## src/rtl/r16dec_pkg.sv

```systemverilog
package r16dec_pkg;

    // Instruction formats, from bits 2:0
    typedef enum logic [2:0] {
        FMT_R   = 3'd0,
        FMT_I   = 3'd1,
        FMT_B   = 3'd2,
        FMT_S   = 3'd3,
        FMT_L   = 3'd4,
        FMT_J   = 3'd5,
        FMT_U   = 3'd6,
        FMT_SYS = 3'd7
    } t_format;

    // R-type keys: {bits 15:12, bits 5:3}
    localparam logic [6:0] R_KEY_ADD  = 7'h00;
    localparam logic [6:0] R_KEY_SUB  = 7'h08;
    localparam logic [6:0] R_KEY_SLT  = 7'h11;
    localparam logic [6:0] R_KEY_SLTU = 7'h1A;
    localparam logic [6:0] R_KEY_SLL  = 7'h23;
    localparam logic [6:0] R_KEY_SRL  = 7'h2B;
    localparam logic [6:0] R_KEY_SRA  = 7'h33;
    localparam logic [6:0] R_KEY_OR   = 7'h3C;
    localparam logic [6:0] R_KEY_AND  = 7'h45;
    localparam logic [6:0] R_KEY_XOR  = 7'h4E;
    localparam logic [6:0] R_KEY_MV   = 7'h57;
    localparam logic [6:0] R_KEY_JR   = 7'h58;
    localparam logic [6:0] R_KEY_JALR = 7'h60;

    // Operation indices, numbered per format
    localparam logic [3:0] OP_ADD   = 4'd0;
    localparam logic [3:0] OP_SUB   = 4'd1;
    localparam logic [3:0] OP_SLT   = 4'd2;
    localparam logic [3:0] OP_SLTU  = 4'd3;
    localparam logic [3:0] OP_SLL   = 4'd4;
    localparam logic [3:0] OP_SRL   = 4'd5;
    localparam logic [3:0] OP_SRA   = 4'd6;
    localparam logic [3:0] OP_OR    = 4'd7;
    localparam logic [3:0] OP_AND   = 4'd8;
    localparam logic [3:0] OP_XOR   = 4'd9;
    localparam logic [3:0] OP_MV    = 4'd10;
    localparam logic [3:0] OP_JR    = 4'd11;
    localparam logic [3:0] OP_JALR  = 4'd12;

    localparam logic [3:0] OP_ADDI  = 4'd0;
    localparam logic [3:0] OP_SLTI  = 4'd1;
    localparam logic [3:0] OP_SLTUI = 4'd2;
    localparam logic [3:0] OP_SLLI  = 4'd3;
    localparam logic [3:0] OP_SRLI  = 4'd4;
    localparam logic [3:0] OP_SRAI  = 4'd5;
    localparam logic [3:0] OP_ORI   = 4'd6;
    localparam logic [3:0] OP_ANDI  = 4'd7;
    localparam logic [3:0] OP_XORI  = 4'd8;
    localparam logic [3:0] OP_LI    = 4'd9;

    localparam logic [3:0] OP_SB    = 4'd0;
    localparam logic [3:0] OP_SW    = 4'd1;
    localparam logic [3:0] OP_LB    = 4'd0;
    localparam logic [3:0] OP_LW    = 4'd1;
    localparam logic [3:0] OP_LBU   = 4'd2;
    localparam logic [3:0] OP_ECALL = 4'd0;
    localparam logic [3:0] OP_NONE  = 4'd0;

    // I-type function codes (bits 5:3)
    localparam logic [2:0] I_F3_ADDI  = 3'd0;
    localparam logic [2:0] I_F3_SLTI  = 3'd1;
    localparam logic [2:0] I_F3_SLTUI = 3'd2;
    localparam logic [2:0] I_F3_SHIFT = 3'd3;
    localparam logic [2:0] I_F3_ORI   = 3'd4;
    localparam logic [2:0] I_F3_ANDI  = 3'd5;
    localparam logic [2:0] I_F3_XORI  = 3'd6;
    localparam logic [2:0] I_F3_LI    = 3'd7;

    // Shift type, bits 15:13 of an I-type shift
    localparam logic [2:0] SHT_SRL = 3'b010;
    localparam logic [2:0] SHT_SRA = 3'b100;

    // S, L and SYS function codes
    localparam logic [2:0] S_F3_SB    = 3'd0;
    localparam logic [2:0] S_F3_SW    = 3'd1;
    localparam logic [2:0] L_F3_LB    = 3'd0;
    localparam logic [2:0] L_F3_LW    = 3'd1;
    localparam logic [2:0] L_F3_LBU   = 3'd4;
    localparam logic [2:0] SYS_F3_ECALL = 3'd0;

    localparam int unsigned INSTR_W = 16;
    localparam int unsigned RES_W   = 33;
    localparam int unsigned TDATA_W = 40;

    typedef struct packed {
        logic [15:0] immediate;
        logic [2:0]  src2_reg;
        logic [2:0]  src1_reg;
        logic [2:0]  dest_reg;
        logic        op_known;
        logic [3:0]  operation;
        t_format     format;
    } t_decoded;

endpackage

```

## src/rtl/r16dec_decode.sv

```systemverilog
module r16dec_decode (
    input  logic [15:0]          i_instruction,
    output r16dec_pkg::t_decoded o_decoded
);
    import r16dec_pkg::*;

    logic [2:0] w_f3;
    logic [2:0] w_ra;
    logic [2:0] w_rb;
    logic [3:0] w_hi4;
    logic [6:0] w_rkey;

    assign w_f3   = i_instruction[5:3];
    assign w_ra   = i_instruction[8:6];
    assign w_rb   = i_instruction[11:9];
    assign w_hi4  = i_instruction[15:12];
    assign w_rkey = {w_hi4, w_f3};

    // Field extraction per format
    always_comb begin
        o_decoded           = '0;
        o_decoded.format    = t_format'(i_instruction[2:0]);
        o_decoded.operation = OP_NONE;
        unique case (t_format'(i_instruction[2:0]))
            FMT_R: begin
                o_decoded.dest_reg = w_ra;
                o_decoded.src1_reg = w_ra;
                o_decoded.src2_reg = w_rb;
                o_decoded.op_known = 1'b1;
                unique case (w_rkey)
                    R_KEY_ADD:  o_decoded.operation = OP_ADD;
                    R_KEY_SUB:  o_decoded.operation = OP_SUB;
                    R_KEY_SLT:  o_decoded.operation = OP_SLT;
                    R_KEY_SLTU: o_decoded.operation = OP_SLTU;
                    R_KEY_SLL:  o_decoded.operation = OP_SLL;
                    R_KEY_SRL:  o_decoded.operation = OP_SRL;
                    R_KEY_SRA:  o_decoded.operation = OP_SRA;
                    R_KEY_OR:   o_decoded.operation = OP_OR;
                    R_KEY_AND:  o_decoded.operation = OP_AND;
                    R_KEY_XOR:  o_decoded.operation = OP_XOR;
                    R_KEY_MV:   o_decoded.operation = OP_MV;
                    R_KEY_JR:   o_decoded.operation = OP_JR;
                    R_KEY_JALR: o_decoded.operation = OP_JALR;
                    default: begin
                        o_decoded.operation = OP_NONE;
                        o_decoded.op_known  = 1'b0;
                    end
                endcase
            end
            FMT_I: begin
                o_decoded.dest_reg  = w_ra;
                o_decoded.src1_reg  = w_ra;
                o_decoded.op_known  = 1'b1;
                o_decoded.immediate = {{9{i_instruction[15]}}, i_instruction[15:9]};
                unique case (w_f3)
                    I_F3_ADDI:  o_decoded.operation = OP_ADDI;
                    I_F3_SLTI:  o_decoded.operation = OP_SLTI;
                    I_F3_SLTUI: o_decoded.operation = OP_SLTUI;
                    I_F3_SHIFT: begin
                        // shift amount is zero-extended; other type bits mean SLLI
                        o_decoded.immediate = {12'd0, i_instruction[12:9]};
                        if (i_instruction[15:13] == SHT_SRL) begin
                            o_decoded.operation = OP_SRLI;
                        end else if (i_instruction[15:13] == SHT_SRA) begin
                            o_decoded.operation = OP_SRAI;
                        end else begin
                            o_decoded.operation = OP_SLLI;
                        end
                    end
                    I_F3_ORI:   o_decoded.operation = OP_ORI;
                    I_F3_ANDI:  o_decoded.operation = OP_ANDI;
                    I_F3_XORI:  o_decoded.operation = OP_XORI;
                    I_F3_LI:    o_decoded.operation = OP_LI;
                    default:    o_decoded.operation = OP_NONE;
                endcase
            end
            FMT_B: begin
                o_decoded.src1_reg  = w_ra;
                o_decoded.src2_reg  = w_rb;
                o_decoded.op_known  = 1'b1;
                o_decoded.operation = {1'b0, w_f3};
                o_decoded.immediate = {{11{w_hi4[3]}}, w_hi4, 1'b0};
            end
            FMT_S: begin
                o_decoded.src1_reg  = w_ra;
                o_decoded.src2_reg  = w_rb;
                o_decoded.immediate = {{12{w_hi4[3]}}, w_hi4};
                if (w_f3 == S_F3_SB) begin
                    o_decoded.operation = OP_SB;
                    o_decoded.op_known  = 1'b1;
                end else if (w_f3 == S_F3_SW) begin
                    o_decoded.operation = OP_SW;
                    o_decoded.op_known  = 1'b1;
                end
            end
            FMT_L: begin
                o_decoded.dest_reg  = w_ra;
                o_decoded.src2_reg  = w_rb;
                o_decoded.immediate = {{12{w_hi4[3]}}, w_hi4};
                if (w_f3 == L_F3_LB) begin
                    o_decoded.operation = OP_LB;
                    o_decoded.op_known  = 1'b1;
                end else if (w_f3 == L_F3_LW) begin
                    o_decoded.operation = OP_LW;
                    o_decoded.op_known  = 1'b1;
                end else if (w_f3 == L_F3_LBU) begin
                    o_decoded.operation = OP_LBU;
                    o_decoded.op_known  = 1'b1;
                end
            end
            FMT_J: begin
                o_decoded.dest_reg  = w_ra;
                o_decoded.op_known  = 1'b1;
                o_decoded.operation = {3'd0, i_instruction[15]};
                o_decoded.immediate = {{6{i_instruction[14]}}, i_instruction[14:9],
                                       w_f3, 1'b0};
            end
            FMT_U: begin
                o_decoded.dest_reg  = w_ra;
                o_decoded.op_known  = 1'b1;
                o_decoded.operation = {3'd0, i_instruction[15]};
                o_decoded.immediate = {i_instruction[14:9], w_f3, 7'd0};
            end
            FMT_SYS: begin
                // syscall number, zero-extended
                o_decoded.immediate = {6'd0, i_instruction[15:6]};
                if (w_f3 == SYS_F3_ECALL) begin
                    o_decoded.operation = OP_ECALL;
                    o_decoded.op_known  = 1'b1;
                end
            end
            default: o_decoded.op_known = 1'b0;
        endcase
    end

endmodule

```

## src/rtl/risc16_instruction_decoder_core.sv

```systemverilog
// Decodes one 16-bit instruction per beat into format, operation index, a known
// flag, register fields and a 16-bit immediate. One beat is taken every cycle
// while the receiver accepts; each beat passes the input register, decode logic
// and the result register, and both stages hold under back-pressure so no beat
// is lost. Output tdata, lowest bit up: format[2:0], operation[6:3],
// op_known[7], dest_reg[10:8], src1_reg[13:11], src2_reg[16:14],
// immediate[32:17], zero fill [39:33].
module risc16_instruction_decoder_core (
    input  logic        i_clk,
    input  logic        i_rst_n,
    // slave side: tdata = instruction[15:0]
    input  logic        s_axis_tvalid,
    output logic        s_axis_tready,
    input  logic [15:0] s_axis_tdata,
    // master side: tdata = format, operation, op_known, dest_reg, src1_reg,
    // src2_reg, immediate, zero fill
    output logic        m_axis_tvalid,
    input  logic        m_axis_tready,
    output logic [39:0] m_axis_tdata
);
    import r16dec_pkg::*;

    logic                r_in_valid;
    logic [INSTR_W-1:0]  r_instr;
    logic                r_out_valid;
    t_decoded            r_result;
    t_decoded            w_decoded;
    logic                w_out_ready;
    logic                w_in_ready;

    // stage moves when the next one is empty or being drained
    assign w_out_ready   = !r_out_valid || m_axis_tready;
    assign w_in_ready    = !r_in_valid || w_out_ready;
    assign s_axis_tready = w_in_ready;

    // input register
    always_ff @(posedge i_clk) begin
        if (!i_rst_n) begin
            r_in_valid <= 1'b0;
        end else if (w_in_ready) begin
            r_in_valid <= s_axis_tvalid;
        end
    end

    always_ff @(posedge i_clk) begin
        if (w_in_ready && s_axis_tvalid) begin
            r_instr <= s_axis_tdata;
        end
    end

    r16dec_decode u_decode (
        .i_instruction (r_instr),
        .o_decoded     (w_decoded)
    );

    // result register
    always_ff @(posedge i_clk) begin
        if (!i_rst_n) begin
            r_out_valid <= 1'b0;
        end else if (w_out_ready) begin
            r_out_valid <= r_in_valid;
        end
    end

    always_ff @(posedge i_clk) begin
        if (w_out_ready && r_in_valid) begin
            r_result <= w_decoded;
        end
    end

    assign m_axis_tvalid = r_out_valid;
    assign m_axis_tdata  = {{(TDATA_W - RES_W){1'b0}}, r_result};

endmodule

```

## config.mk

```make
export PLATFORM = sky130hd
export DESIGN_NAME = risc16_instruction_decoder_core
export DESIGN_NICKNAME = d
export VERILOG_FILES = /design/src/rtl/r16dec_pkg.sv /design/src/rtl/r16dec_decode.sv /design/src/rtl/risc16_instruction_decoder_core.sv
export SDC_FILE = /design/constraint.sdc
export NUM_CORES = 1
export LEC_CHECK = 0
export ABC_AREA = 0
export BUFFER_PORTS_ARGS = -buffer_cell sky130_fd_sc_hd__buf_2
export CAP_MARGIN = 25
export CELL_PAD_IN_SITES_DETAIL_PLACEMENT = 1
export CELL_PAD_IN_SITES_GLOBAL_PLACEMENT = 2
export CORE_ASPECT_RATIO = 1.4
export CORE_MARGIN = 2
export CORE_UTILIZATION = 37
export CTS_CLUSTER_SIZE = 10
export DETAILED_ROUTE_END_ITERATION = 10
export GPL_ROUTABILITY_DRIVEN = 0
export PLACE_DENSITY = 0.81
export SYNTH_ARGS = -nofsm -noshare
export SYNTH_HDL_FRONTEND = slang
export SYNTH_SLANG_ARGS = --single-unit
export TNS_END_PERCENT = 30
```

## constraint.sdc

```tcl
create_clock -name i_clk -period 8.34 [get_ports i_clk]
set_input_delay 2.085 -clock i_clk [delete_from_list [all_inputs] [get_ports i_clk]]
set_output_delay 2.085 -clock i_clk [all_outputs]
set_load 0.01 [all_outputs]
```

==> results of run 1 <==
## cell usage in the layout, fill, tap and decap left out, types with 3 or more instances in the layout
cell / instances
a21o_1: 10
o21ai_0: 11
clkbuf_8: 5
nand2_1: 12
nor2b_1: 9
and3_1: 7
nand2b_1: 7
edfxtp_1: 49
mux2i_1: 6
nor2_1: 8
nand3b_1: 3
buf_2: 54
nor3b_1: 3
a21oi_1: 9
inv_1: 7
nand3_1: 4
a22oi_1: 3
o211ai_1: 3
buf_4: 3
o21bai_1: 3
and2_1: 5
conb_1: 7
nor3_1: 5
## power breakdown
group	leakage, uW	internal [uW]	switching [uW]
clock network	0.0000452	59.3	78.6
registers	0.000485	299	18.5
logic	0.000710	30.4	37.6
total	0.00124	388	135
## final cells by class
| type | count | area (sq um) | area share [%] |
|---|---|---|---|
| clock inverters | 2 | 13.8 | 0.438 |
| multi-input cells | 162 | 1100 | 35.1 |
| flip-flops and latches | 51 | 1510 | 48.1 |
| repair buffers | 57 | 293 | 9.33 |
| inverters | 7 | 26.3 | 0.837 |
| well taps | 97 | 121 | 3.87 |
| clock buffers | 6 | 72.6 | 2.31 |
## worst register-to-register path: cells and delay by family, from the launching register on
kind | cells | cell delay [ns]
and+or+nand+nor | 1 | 0.32
AOI/OAI and AO/OA | 3 | 0.84
DFF | 1 | 0.89
## logic make-up after synthesis
kind of cell              Yosys count  share of synthesized area (%)
AOI/OAI and AO/OA                  67                           18.2
muxes                               8                           2.99
buffers and inverters              34                           6.47
and+or+nand+nor                    79                           17.2
other                               1                          0.136
DFF                                51                           54.6
xor gates and xnor gates            1                          0.317
## state kept, by name, indices dropped and copies added, names as in the netlist
| register | cells |
|---|---|
| m_axis_tvalid | 1 |
| r_instr | 16 |
| m_axis_tdata | 33 |
| r_in_valid | 1 |
## worst max-delay path by stage
stage,from,to,slack (ns),cells after the start
after floorplan,m_axis_tready,s_axis_tready,3.85,2
after global placement,m_axis_tready,s_axis_tready,3.60,4
after detailed placement,m_axis_tready,s_axis_tready,3.56,4
after CTS,m_axis_tready,s_axis_tready,3.56,4
after global routing,m_axis_tready,s_axis_tready,3.54,4
final,m_axis_tready,s_axis_tready,3.57,4
## through the flow
stage          hold slack [ns]  utilization, %  instances
2_1_floorplan            0.421               -        247
3_3_place_gp             0.497            41.7        374
3_5_place_dp             0.512            41.7        374
4_1_cts                  0.539            42.9        382
5_1_grt                  0.548            42.9        382
6_report                 0.534            42.9        382
## routing by layer
layer,routed length (um),share of wire [%]
met2,3490,55
met3,240,3.8
met4,111,1.8
met1,2480,39
met5,0,0
==> impl_metrics.py, run 1 <==
metrics = {
    "clock_tree": {
        "htreeDepth": 2,
        "postCtsSetupRepairBufs": 0,
        "cts_tree": "done",
        "cts.clk_slew.worst_paths_ns": 0.09,
        "hold_buffers": 0,
        "cts_made_buffers": 5,
        "insertion_delay_ns": 0.30,
        "cts_buffer_depth": 2,
        "ctsResizeCount": 0,
        "clock_sink_count": 51,
        "cts_root_buf": "clkbuf_8",
    },
    "routing": {
        "drt-total-wl_um": 6320,
        "via_count": 2027,
        "drt_iter0_drc": 75,
        "antenna_left": 0,
        "drcViolationCount": 0,
        "viasPerCell": 5.31,
        "drtPass1Iterations": 4,
        "wl_per_cell_um": 16.5,
    },
    "timing": {
        "rsz0062_at_grt": "no",
        "hold_violations": 0,
        "setup_ws_ns": 3.57,
        "fin_skew_ns": 0.00927,
        "period_needed_ns": 4.77,
        "fmax_ghz": 0.210,
        "finalCritPeriodShare_pct": 57.2,
        "finalSetupViolations": 0,
        "tns_ns": 0,
        "finalMaxSlewViolations": 0,
        "tightest_slew_ns": 0.905,
        "maxSlewHeadroom_pct": 39.7,
    },
    "worst_setup_path": {
        "worst-endpoint-required_ns": 6.26,
        "cp.arrival_ns": 2.69,
        "critPathTopFamily": "simple AND/OR/NAND/NOR gates",
        "critPathSlowestCell": "nor2b_1",
        "max_stage_delay_ns": 0.24,
        "worst-path-buf-inv": 2,
        "worstReg2RegEnd": "m_axis_tdata[7]",
        "path_common_cell": "buf_2",
        "cp-end-kind": "output port",
        "path_max_fanout": 4,
        "start_kind": "input pin",
        "reg2reg_slack_ns": 6.13,
        "cp_cell_sequence": "buf_2, nor2b_1, nand2_1, buf_2",
        "criticalPathCategory": "in2out",
        "r2r_start": "r_instr[4]",
        "reg2regPathDepth": 4,
    },
    "yosys": {
        "async_reset_ff_share_pct": 0,
        "yosys_warnings": 0,
        "synthTopCellsByCount": "edfxtp_1 (49), buf_2 (14), nand2_1 (12)",
        "synth.most_common_cell": "edfxtp_1",
        "synth_cells": 241,
        "synth-seq-cells": 51,
        "synth_cell_type_count": 61,
        "synth-main-ff-cell": "edfxtp_1",
        "ys_top_cells_by_area": "edfxtp_1 (53%), a21o_1 (2.7%), buf_2 (2.5%), buf_4 (2.4%), nor2b_1 (2.3%)",
        "syn_area_per_cell_sq_um": 11.5,
        "synth_top_area_share_pct": 53.2,
        "synth-edff-count": 49,
        "yosys.area.top_type": "edfxtp_1",
        "synthesis.area_sq_um": 2770,
        "yosysSeqAreaShare_pct": 54.6,
    },
    "global_routing": {
        "grt_overflow": 0,
        "grt_max_degree": 34,
        "grt_first_pass_wirelength_um": 10000,
        "grtUsageMet3_pct": 2.38,
        "grt_pass1_vias": 1998,
        "grtUsageMet1_pct": 17.4,
        "antenna_found_initial": 0,
        "track_usage_pct": 15.7,
        "top_usage_layer": "met2",
        "grt_util_met2_pct": 29.9,
    },
    "floorplan": {
        "rows": 37,
        "initial_core_util_pct": 37.8,
        "dieArea_sq_um": 8190,
        "boundaryPins": 62,
        "core_sq_um": 7310,
        "chipHeight_um": 106,
        "die_x_um": 77.1,
    },
    "hold_path": {
        "hold_path.class": "reg2reg",
        "worstHoldStart": "r_in_valid",
        "hold_depth": 1,
        "min_to": "m_axis_tvalid",
    },
    "finish": {
        "drive_gt1_share_pct": 26.3,
        "syn2layout_area_growth_pct": 13.5,
        "num-fill-cells": 865,
        "design_area_sq_um": 3140,
        "fin_nets": 304,
        "diodes": 0,
    },
    "power": {
        "power_leakage_uw": 0.00124,
        "power_uw": 523,
        "vdd_drop_max_v": 0.000129,
        "p_per_area_nw_per_um2": 167,
    },
    "placement": {
        "placed_area_sq_um": 3050,
        "numPortBuffers": 54,
        "dpl_worst_slack_ns": 3.56,
        "dp_hpwl_um": 4460,
    },
    "outcome": {
        "outcome": "complete, no violations",
    },
    "flow_run": {
        "drv_cap": 0,
    },
}
No activity file was read; power rests on OpenSTA's default activity.
==> run 2: changes to the inputs <==
--- a/config.mk
+++ b/config.mk
@@ -5,18 +5,18 @@
 export SDC_FILE = /design/constraint.sdc
 export NUM_CORES = 1
 export LEC_CHECK = 0
-export ABC_AREA = 0
+export ABC_AREA = 1
 export BUFFER_PORTS_ARGS = -buffer_cell sky130_fd_sc_hd__buf_2
 export CAP_MARGIN = 25
 export CELL_PAD_IN_SITES_DETAIL_PLACEMENT = 1
 export CELL_PAD_IN_SITES_GLOBAL_PLACEMENT = 2
 export CORE_ASPECT_RATIO = 1.4
 export CORE_MARGIN = 2
-export CORE_UTILIZATION = 37
+export CORE_UTILIZATION = 32
 export CTS_CLUSTER_SIZE = 10
 export DETAILED_ROUTE_END_ITERATION = 10
 export GPL_ROUTABILITY_DRIVEN = 0
-export PLACE_DENSITY = 0.81
+export PLACE_DENSITY = 0.76
 export SYNTH_ARGS = -nofsm -noshare
 export SYNTH_HDL_FRONTEND = slang
 export SYNTH_SLANG_ARGS = --single-unit
==> constraint.sdc (replaced) <==
create_clock -name i_clk -period 4.66 [get_ports i_clk]
set_input_delay 1.165 -clock i_clk [delete_from_list [all_inputs] [get_ports i_clk]]
set_output_delay 1.165 -clock i_clk [all_outputs]
set_load 0.01 [all_outputs]
==> impl_metrics.py, run 2 <==
metrics = {
    "yosys": {
        "synth.most_common_cell": "nand2_1",
        "ys_top_cells_by_area": "edfxtp_1 (57%), nand2_1 (9.1%), nor2_1 (6.6%), inv_1 (4.0%), buf_4 (3.2%)",
        "yosys_warnings": 0,
        "synth-edff-count": 49,
        "synth_cell_type_count": 30,
        "yosysSeqAreaShare_pct": 59.0,
        "yosys.area.top_type": "edfxtp_1",
        "syn_area_per_cell_sq_um": 9.49,
        "synthesis.area_sq_um": 2560,
        "async_reset_ff_share_pct": 0,
        "synth-main-ff-cell": "edfxtp_1",
        "synth_cells": 270,
        "synthTopCellsByCount": "nand2_1 (62), edfxtp_1 (49), nor2_1 (45)",
        "synth_top_area_share_pct": 57.4,
        "synth-seq-cells": 51,
    },
    "finish": {
        "fin_nets": 345,
        "design_area_sq_um": 3020,
        "diodes": 0,
        "drive_gt1_share_pct": 24.2,
        "syn2layout_area_growth_pct": 17.8,
        "final_cell_mix": "nand2_1 (62), buf_2 (54), edfxtp_1 (49)",
        "largest_register_ffs": 33,
        "layout_commonest_cell": "nand2_1",
        "num-fill-cells": 942,
    },
    "clock_tree": {
        "insertion_delay_ns": 0.31,
        "cts_buffer_depth": 2,
        "postCtsSetupRepairBufs": 0,
        "cts_root_buf": "clkbuf_8",
        "ctsResizeCount": 0,
        "hold_buffers": 0,
        "htreeDepth": 2,
        "clock_sink_count": 51,
        "cts.clk_slew.worst_paths_ns": 0.09,
        "cts_tree": "done",
        "cts_made_buffers": 5,
    },
    "timing": {
        "tightest_slew_ns": 0.606,
        "tns_ns": 0,
        "fin_skew_ns": 0.0102,
        "finalMaxSlewViolations": 0,
        "finalCritPeriodShare_pct": 60.5,
        "period_needed_ns": 2.82,
        "maxSlewHeadroom_pct": 59.5,
        "whs_ns": 0.531,
        "fmax_ghz": 0.354,
        "finalSetupViolations": 0,
        "rsz0062_at_grt": "no",
        "hold_violations": 0,
    },
    "worst_setup_path": {
        "r2r_start": "r_instr[2]",
        "path_max_fanout": 3,
        "criticalPathCategory": "in2out",
        "cp-end-kind": "output port",
        "path_common_cell": "buf_2",
        "max_stage_delay_ns": 0.16,
        "setup.worst_path.start": "m_axis_tready",
        "worst-path-buf-inv": 3,
        "worstReg2RegEnd": "m_axis_tdata[21]",
        "reg2reg_slack_ns": 2.88,
        "cp.arrival_ns": 1.66,
        "critPathSlowestCell": "buf_2",
        "worst-endpoint-required_ns": 3.49,
        "cp_cell_sequence": "buf_2, inv_1, nand3_1, buf_2",
        "critPathTopFamily": "buffers and inverters",
        "start_kind": "input pin",
        "reg2regPathDepth": 6,
    },
    "floorplan": {
        "initial_core_util_pct": 33.1,
        "chipHeight_um": 110,
        "dieArea_sq_um": 8750,
        "die_x_um": 79.6,
        "rows": 38,
        "boundaryPins": 62,
        "core_sq_um": 7750,
    },
    "routing": {
        "wl_per_cell_um": 15.1,
        "via_count": 1999,
        "antenna_left": 0,
        "drtPass1Iterations": 4,
        "drt_iter0_drc": 52,
        "drcViolationCount": 0,
        "drt-total-wl_um": 6440,
        "viasPerCell": 4.69,
    },
    "power": {
        "p_clk_share_pct": 31.4,
        "p_comb_share_pct": 12.3,
        "p_sw_uw": 248,
        "p_per_area_nw_per_um2": 327,
        "internal_power_uw": 739,
        "power_leakage_uw": 0.00134,
        "swShare_pct": 25.1,
        "p_seq_share_pct": 56.3,
        "vdd_drop_max_v": 0.000155,
    },
    "hold_path": {
        "hold_depth": 2,
        "worstHoldStart": "r_in_valid",
        "min_to": "m_axis_tvalid",
        "hold_path.class": "reg2reg",
    },
    "global_routing": {
        "track_usage_pct": 16.0,
        "grt_max_degree": 34,
        "grt_overflow": 0,
        "antenna_found_initial": 0,
        "grt_pass1_vias": 2139,
        "grt_first_pass_wirelength_um": 10400,
    },
    "placement": {
        "numPortBuffers": 54,
        "dp_hpwl_um": 4950,
        "placed_area_sq_um": 2890,
    },
    "outcome": {
        "outcome": "complete, no violations",
    },
    "flow_run": {
        "drv_cap": 0,
    },
}
run 2: cell count changes in the layout (fill, tap and decap cells not counted), moves of 4 or more:
cell	change
nand2_1	+50
nand3_1	+12
inv_1	+20
and2_1	-4
nor2b_1	-9
nand2b_1	-7
nor3_1	-4
inv_2	+4
o21ai_0	-4
nor2_1	+37
nand2_2	+4
and3_1	-7
mux2i_1	-6
a21o_1	-10
run 2: logic make-up (layout without fill, tap and decap cells):
| kind of cell | after synthesis | in the layout | share of synthesized area [%] |
|---|---|---|---|
| buffers and inverters | 44 | 94 | 8.64 |
| other | 1 | 7 | 0.146 |
| flip-flops | 51 | 51 | 59.0 |
| AND/OR/NAND/NOR | 138 | 138 | 23.2 |
| AO/OA/AOI/OAI | 36 | 36 | 8.99 |
run 2: worst max path at each step:
stage | slack [ns] | end | cells past startpoint
after floorplan | 1.38 | m_axis_tdata[0] | 2
after global placement | 1.85 | s_axis_tready | 4
after detailed placement | 1.83 | s_axis_tready | 4
after CTS | 1.82 | s_axis_tready | 4
after global routing | 1.76 | s_axis_tready | 4
final | 1.84 | s_axis_tready | 4
run 2: area by class of cell:
| class | instances | area [sq um] | share of cell area [%] |
|---|---|---|---|
| clock inverters | 2 | 38.8 | 1.29 |
| inverters | 31 | 116 | 3.86 |
| repair buffers | 55 | 290 | 9.62 |
| flip-flops and latches | 51 | 1510 | 50.1 |
| multi-input cells | 181 | 863 | 28.6 |
| well taps | 100 | 125 | 4.15 |
| clock buffers | 6 | 72.6 | 2.40 |
run 2: worst register-to-register path, delay by kind of cell, from the launching register on:
family / cells / cell delay, ns
AO/OA/AOI/OAI: 1 / 0.08
buffers and inverters: 2 / 0.31
flip-flops: 1 / 0.61
AND/OR/NAND/NOR: 3 / 0.63
run 2: power by group through the flow:
stage                     clock network, uW  registers, uW  logic, uW
after CTS                               319            556        121
after floorplan                           0            565       80.4
after global routing                    334            559        138
after global placement                    0            566        119
final                                   310            555        122
after detailed placement                  0            567        121
run 2: stage by stage:
step | utilization [%] | worst slack [ns] | total power, uW | std cells
final | 38.9 | 1.84 | 987 | 426
after global routing | 38.9 | 1.76 | 1030 | 426
after CTS | 38.7 | 1.82 | 997 | 425
after detailed placement | 37.2 | 1.83 | 688 | 417
after global placement | 37.2 | 1.85 | 685 | 417
after floorplan | - | 1.38 | 645 | 276
run 2: routing by layer:
metal | global-route usage (%) | part of all wire, %
met5 | 0 | 0
met4 | 7.51 | 3.1
met3 | 2.05 | 3.3
met2 | 30.6 | 54
met1 | 17.0 | 40
==> run 3: changes to the inputs <==
==> constraint.sdc (replaced) <==
create_clock -name i_clk -period 2.75 [get_ports i_clk]
set_input_delay 0.6875 -clock i_clk [delete_from_list [all_inputs] [get_ports i_clk]]
set_output_delay 0.6875 -clock i_clk [all_outputs]
set_load 0.01 [all_outputs]
==> impl_metrics.py, run 3 (synthesis results as in run 2) <==
metrics = {
    "clock_tree": {
        "cts_tree": "done",
        "cts.clk_slew.worst_paths_ns": 0.09,
        "cts_root_buf": "clkbuf_8",
        "clock_sink_count": 51,
        "cts_made_buffers": 5,
        "htreeDepth": 2,
        "ctsResizeCount": 0,
        "insertion_delay_ns": 0.31,
        "postCtsSetupRepairBufs": 0,
        "cts_buffer_depth": 2,
        "hold_buffers": 0,
    },
    "hold_path": {
        "hold_path.class": "reg2reg",
    },
    "flow_run": {
        "drv_cap": 0,
    },
    "global_routing": {
        "grt_max_degree": 34,
        "track_usage_pct": 16.1,
        "grt_overflow": 0,
        "antenna_found_initial": 0,
        "top_usage_layer": "met2",
        "grtUsageMet3_pct": 3.04,
        "grt_first_pass_wirelength_um": 10400,
        "grtUsageMet1_pct": 16.6,
        "grt_pass1_vias": 2118,
        "grt_util_met2_pct": 30.4,
    },
    "timing": {
        "tightest_slew_ns": 0.610,
        "rsz0062_at_grt": "no",
        "finalMaxSlewViolations": 0,
        "hold_violations": 0,
        "finalSetupViolations": 0,
        "fin_skew_ns": 0.00812,
        "fmax_ghz": 0.536,
        "tns_ns": 0,
        "maxSlewHeadroom_pct": 59.3,
        "finalCritPeriodShare_pct": 67.9,
        "whs_ns": 0.534,
        "period_needed_ns": 1.87,
    },
    "floorplan": {
        "dieArea_sq_um": 8750,
        "rows": 38,
        "die_x_um": 79.6,
        "boundaryPins": 62,
        "core_sq_um": 7750,
        "chipHeight_um": 110,
        "initial_core_util_pct": 33.1,
    },
    "power": {
        "vdd_drop_max_v": 0.000250,
        "power_leakage_uw": 0.00134,
        "p_per_area_nw_per_um2": 556,
    },
    "worst_setup_path": {
        "critPathSlowestCell": "buf_2",
        "cp_cell_sequence": "buf_2, inv_1, nand3_1, buf_2",
        "cp-end-kind": "output port",
        "criticalPathCategory": "in2out",
        "cp.arrival_ns": 1.18,
        "path_max_fanout": 3,
        "worst-endpoint-required_ns": 2.06,
        "path_common_cell": "buf_2",
        "max_stage_delay_ns": 0.16,
        "start_kind": "input pin",
    },
    "routing": {
        "wl_per_cell_um": 15.3,
        "drt-total-wl_um": 6520,
        "drt_iter0_drc": 59,
        "via_count": 2047,
        "drcViolationCount": 0,
        "viasPerCell": 4.81,
        "drtPass1Iterations": 4,
        "antenna_left": 0,
    },
    "placement": {
        "numPortBuffers": 54,
        "dp_hpwl_um": 5030,
        "placed_area_sq_um": 2890,
    },
    "finish": {
        "diodes": 0,
        "final_cell_mix": "nand2_1 (62), buf_2 (54), edfxtp_1 (49)",
        "syn2layout_area_growth_pct": 17.3,
        "drive_gt1_share_pct": 24.2,
        "layout_commonest_cell": "nand2_1",
        "largest_register_ffs": 33,
        "design_area_sq_um": 3010,
        "fin_nets": 345,
    },
    "outcome": {
        "outcome": "complete, no violations",
    },
}
run 3: cell types whose count changed in the layout (fill, tap and decap cells not counted):
cell,change
buf_4,+1
buf_12,-1
run 3: where the power goes:
group	total (uW)	switching [uW]	internal, uW
sequential	942	33.5	908
clock	526	251	275
combinational	204	137	67.5
run 3: critical path: cells and delay by family:
| kind | cells | cell delay (ns) |
|---|---|---|
| buf+inv | 3 | 0.37 |
| simple gates | 1 | 0.12 |
run 3: area by class of cell:
class                   instances  area (sq um)
fillers                       925          4740
clock buffers                   6          72.6
repair buffers                 55           278
well taps                     100           125
clock inverters                 2          38.8
inverters                      31           116
multi-input cells             181           863
flip-flops and latches         51          1510
run 3: per-layer routing:
layer	vias to the layer above	wire (um)
li1	1001	-
met1	974	2540
met2	58	3480
met3	14	265
met4	0	239
met5	-	0
run 3: final timing paths:
kind                                    start          endpoint  slack [ns]  depth (start not counted)
worst min-delay path            m_axis_tvalid     m_axis_tvalid        0.53                          2
worst min register to register  m_axis_tvalid     m_axis_tvalid        0.53                          2
worst max-delay path            m_axis_tready     s_axis_tready        0.88                          4
worst max register to register     r_instr[2]  m_axis_tdata[24]        0.99                          6
run 3: per-stage QoR:
step                util, %  power (uW)  setup slack (ns)  instances
global route           38.8        1740             0.829        426
detailed placement     37.3        1170             0.864        418
CTS                    38.8        1690             0.874        426
finish                 38.8        1670             0.883        426
floorplan                 -        1090             0.611        276
global placement       37.3        1160             0.891        418
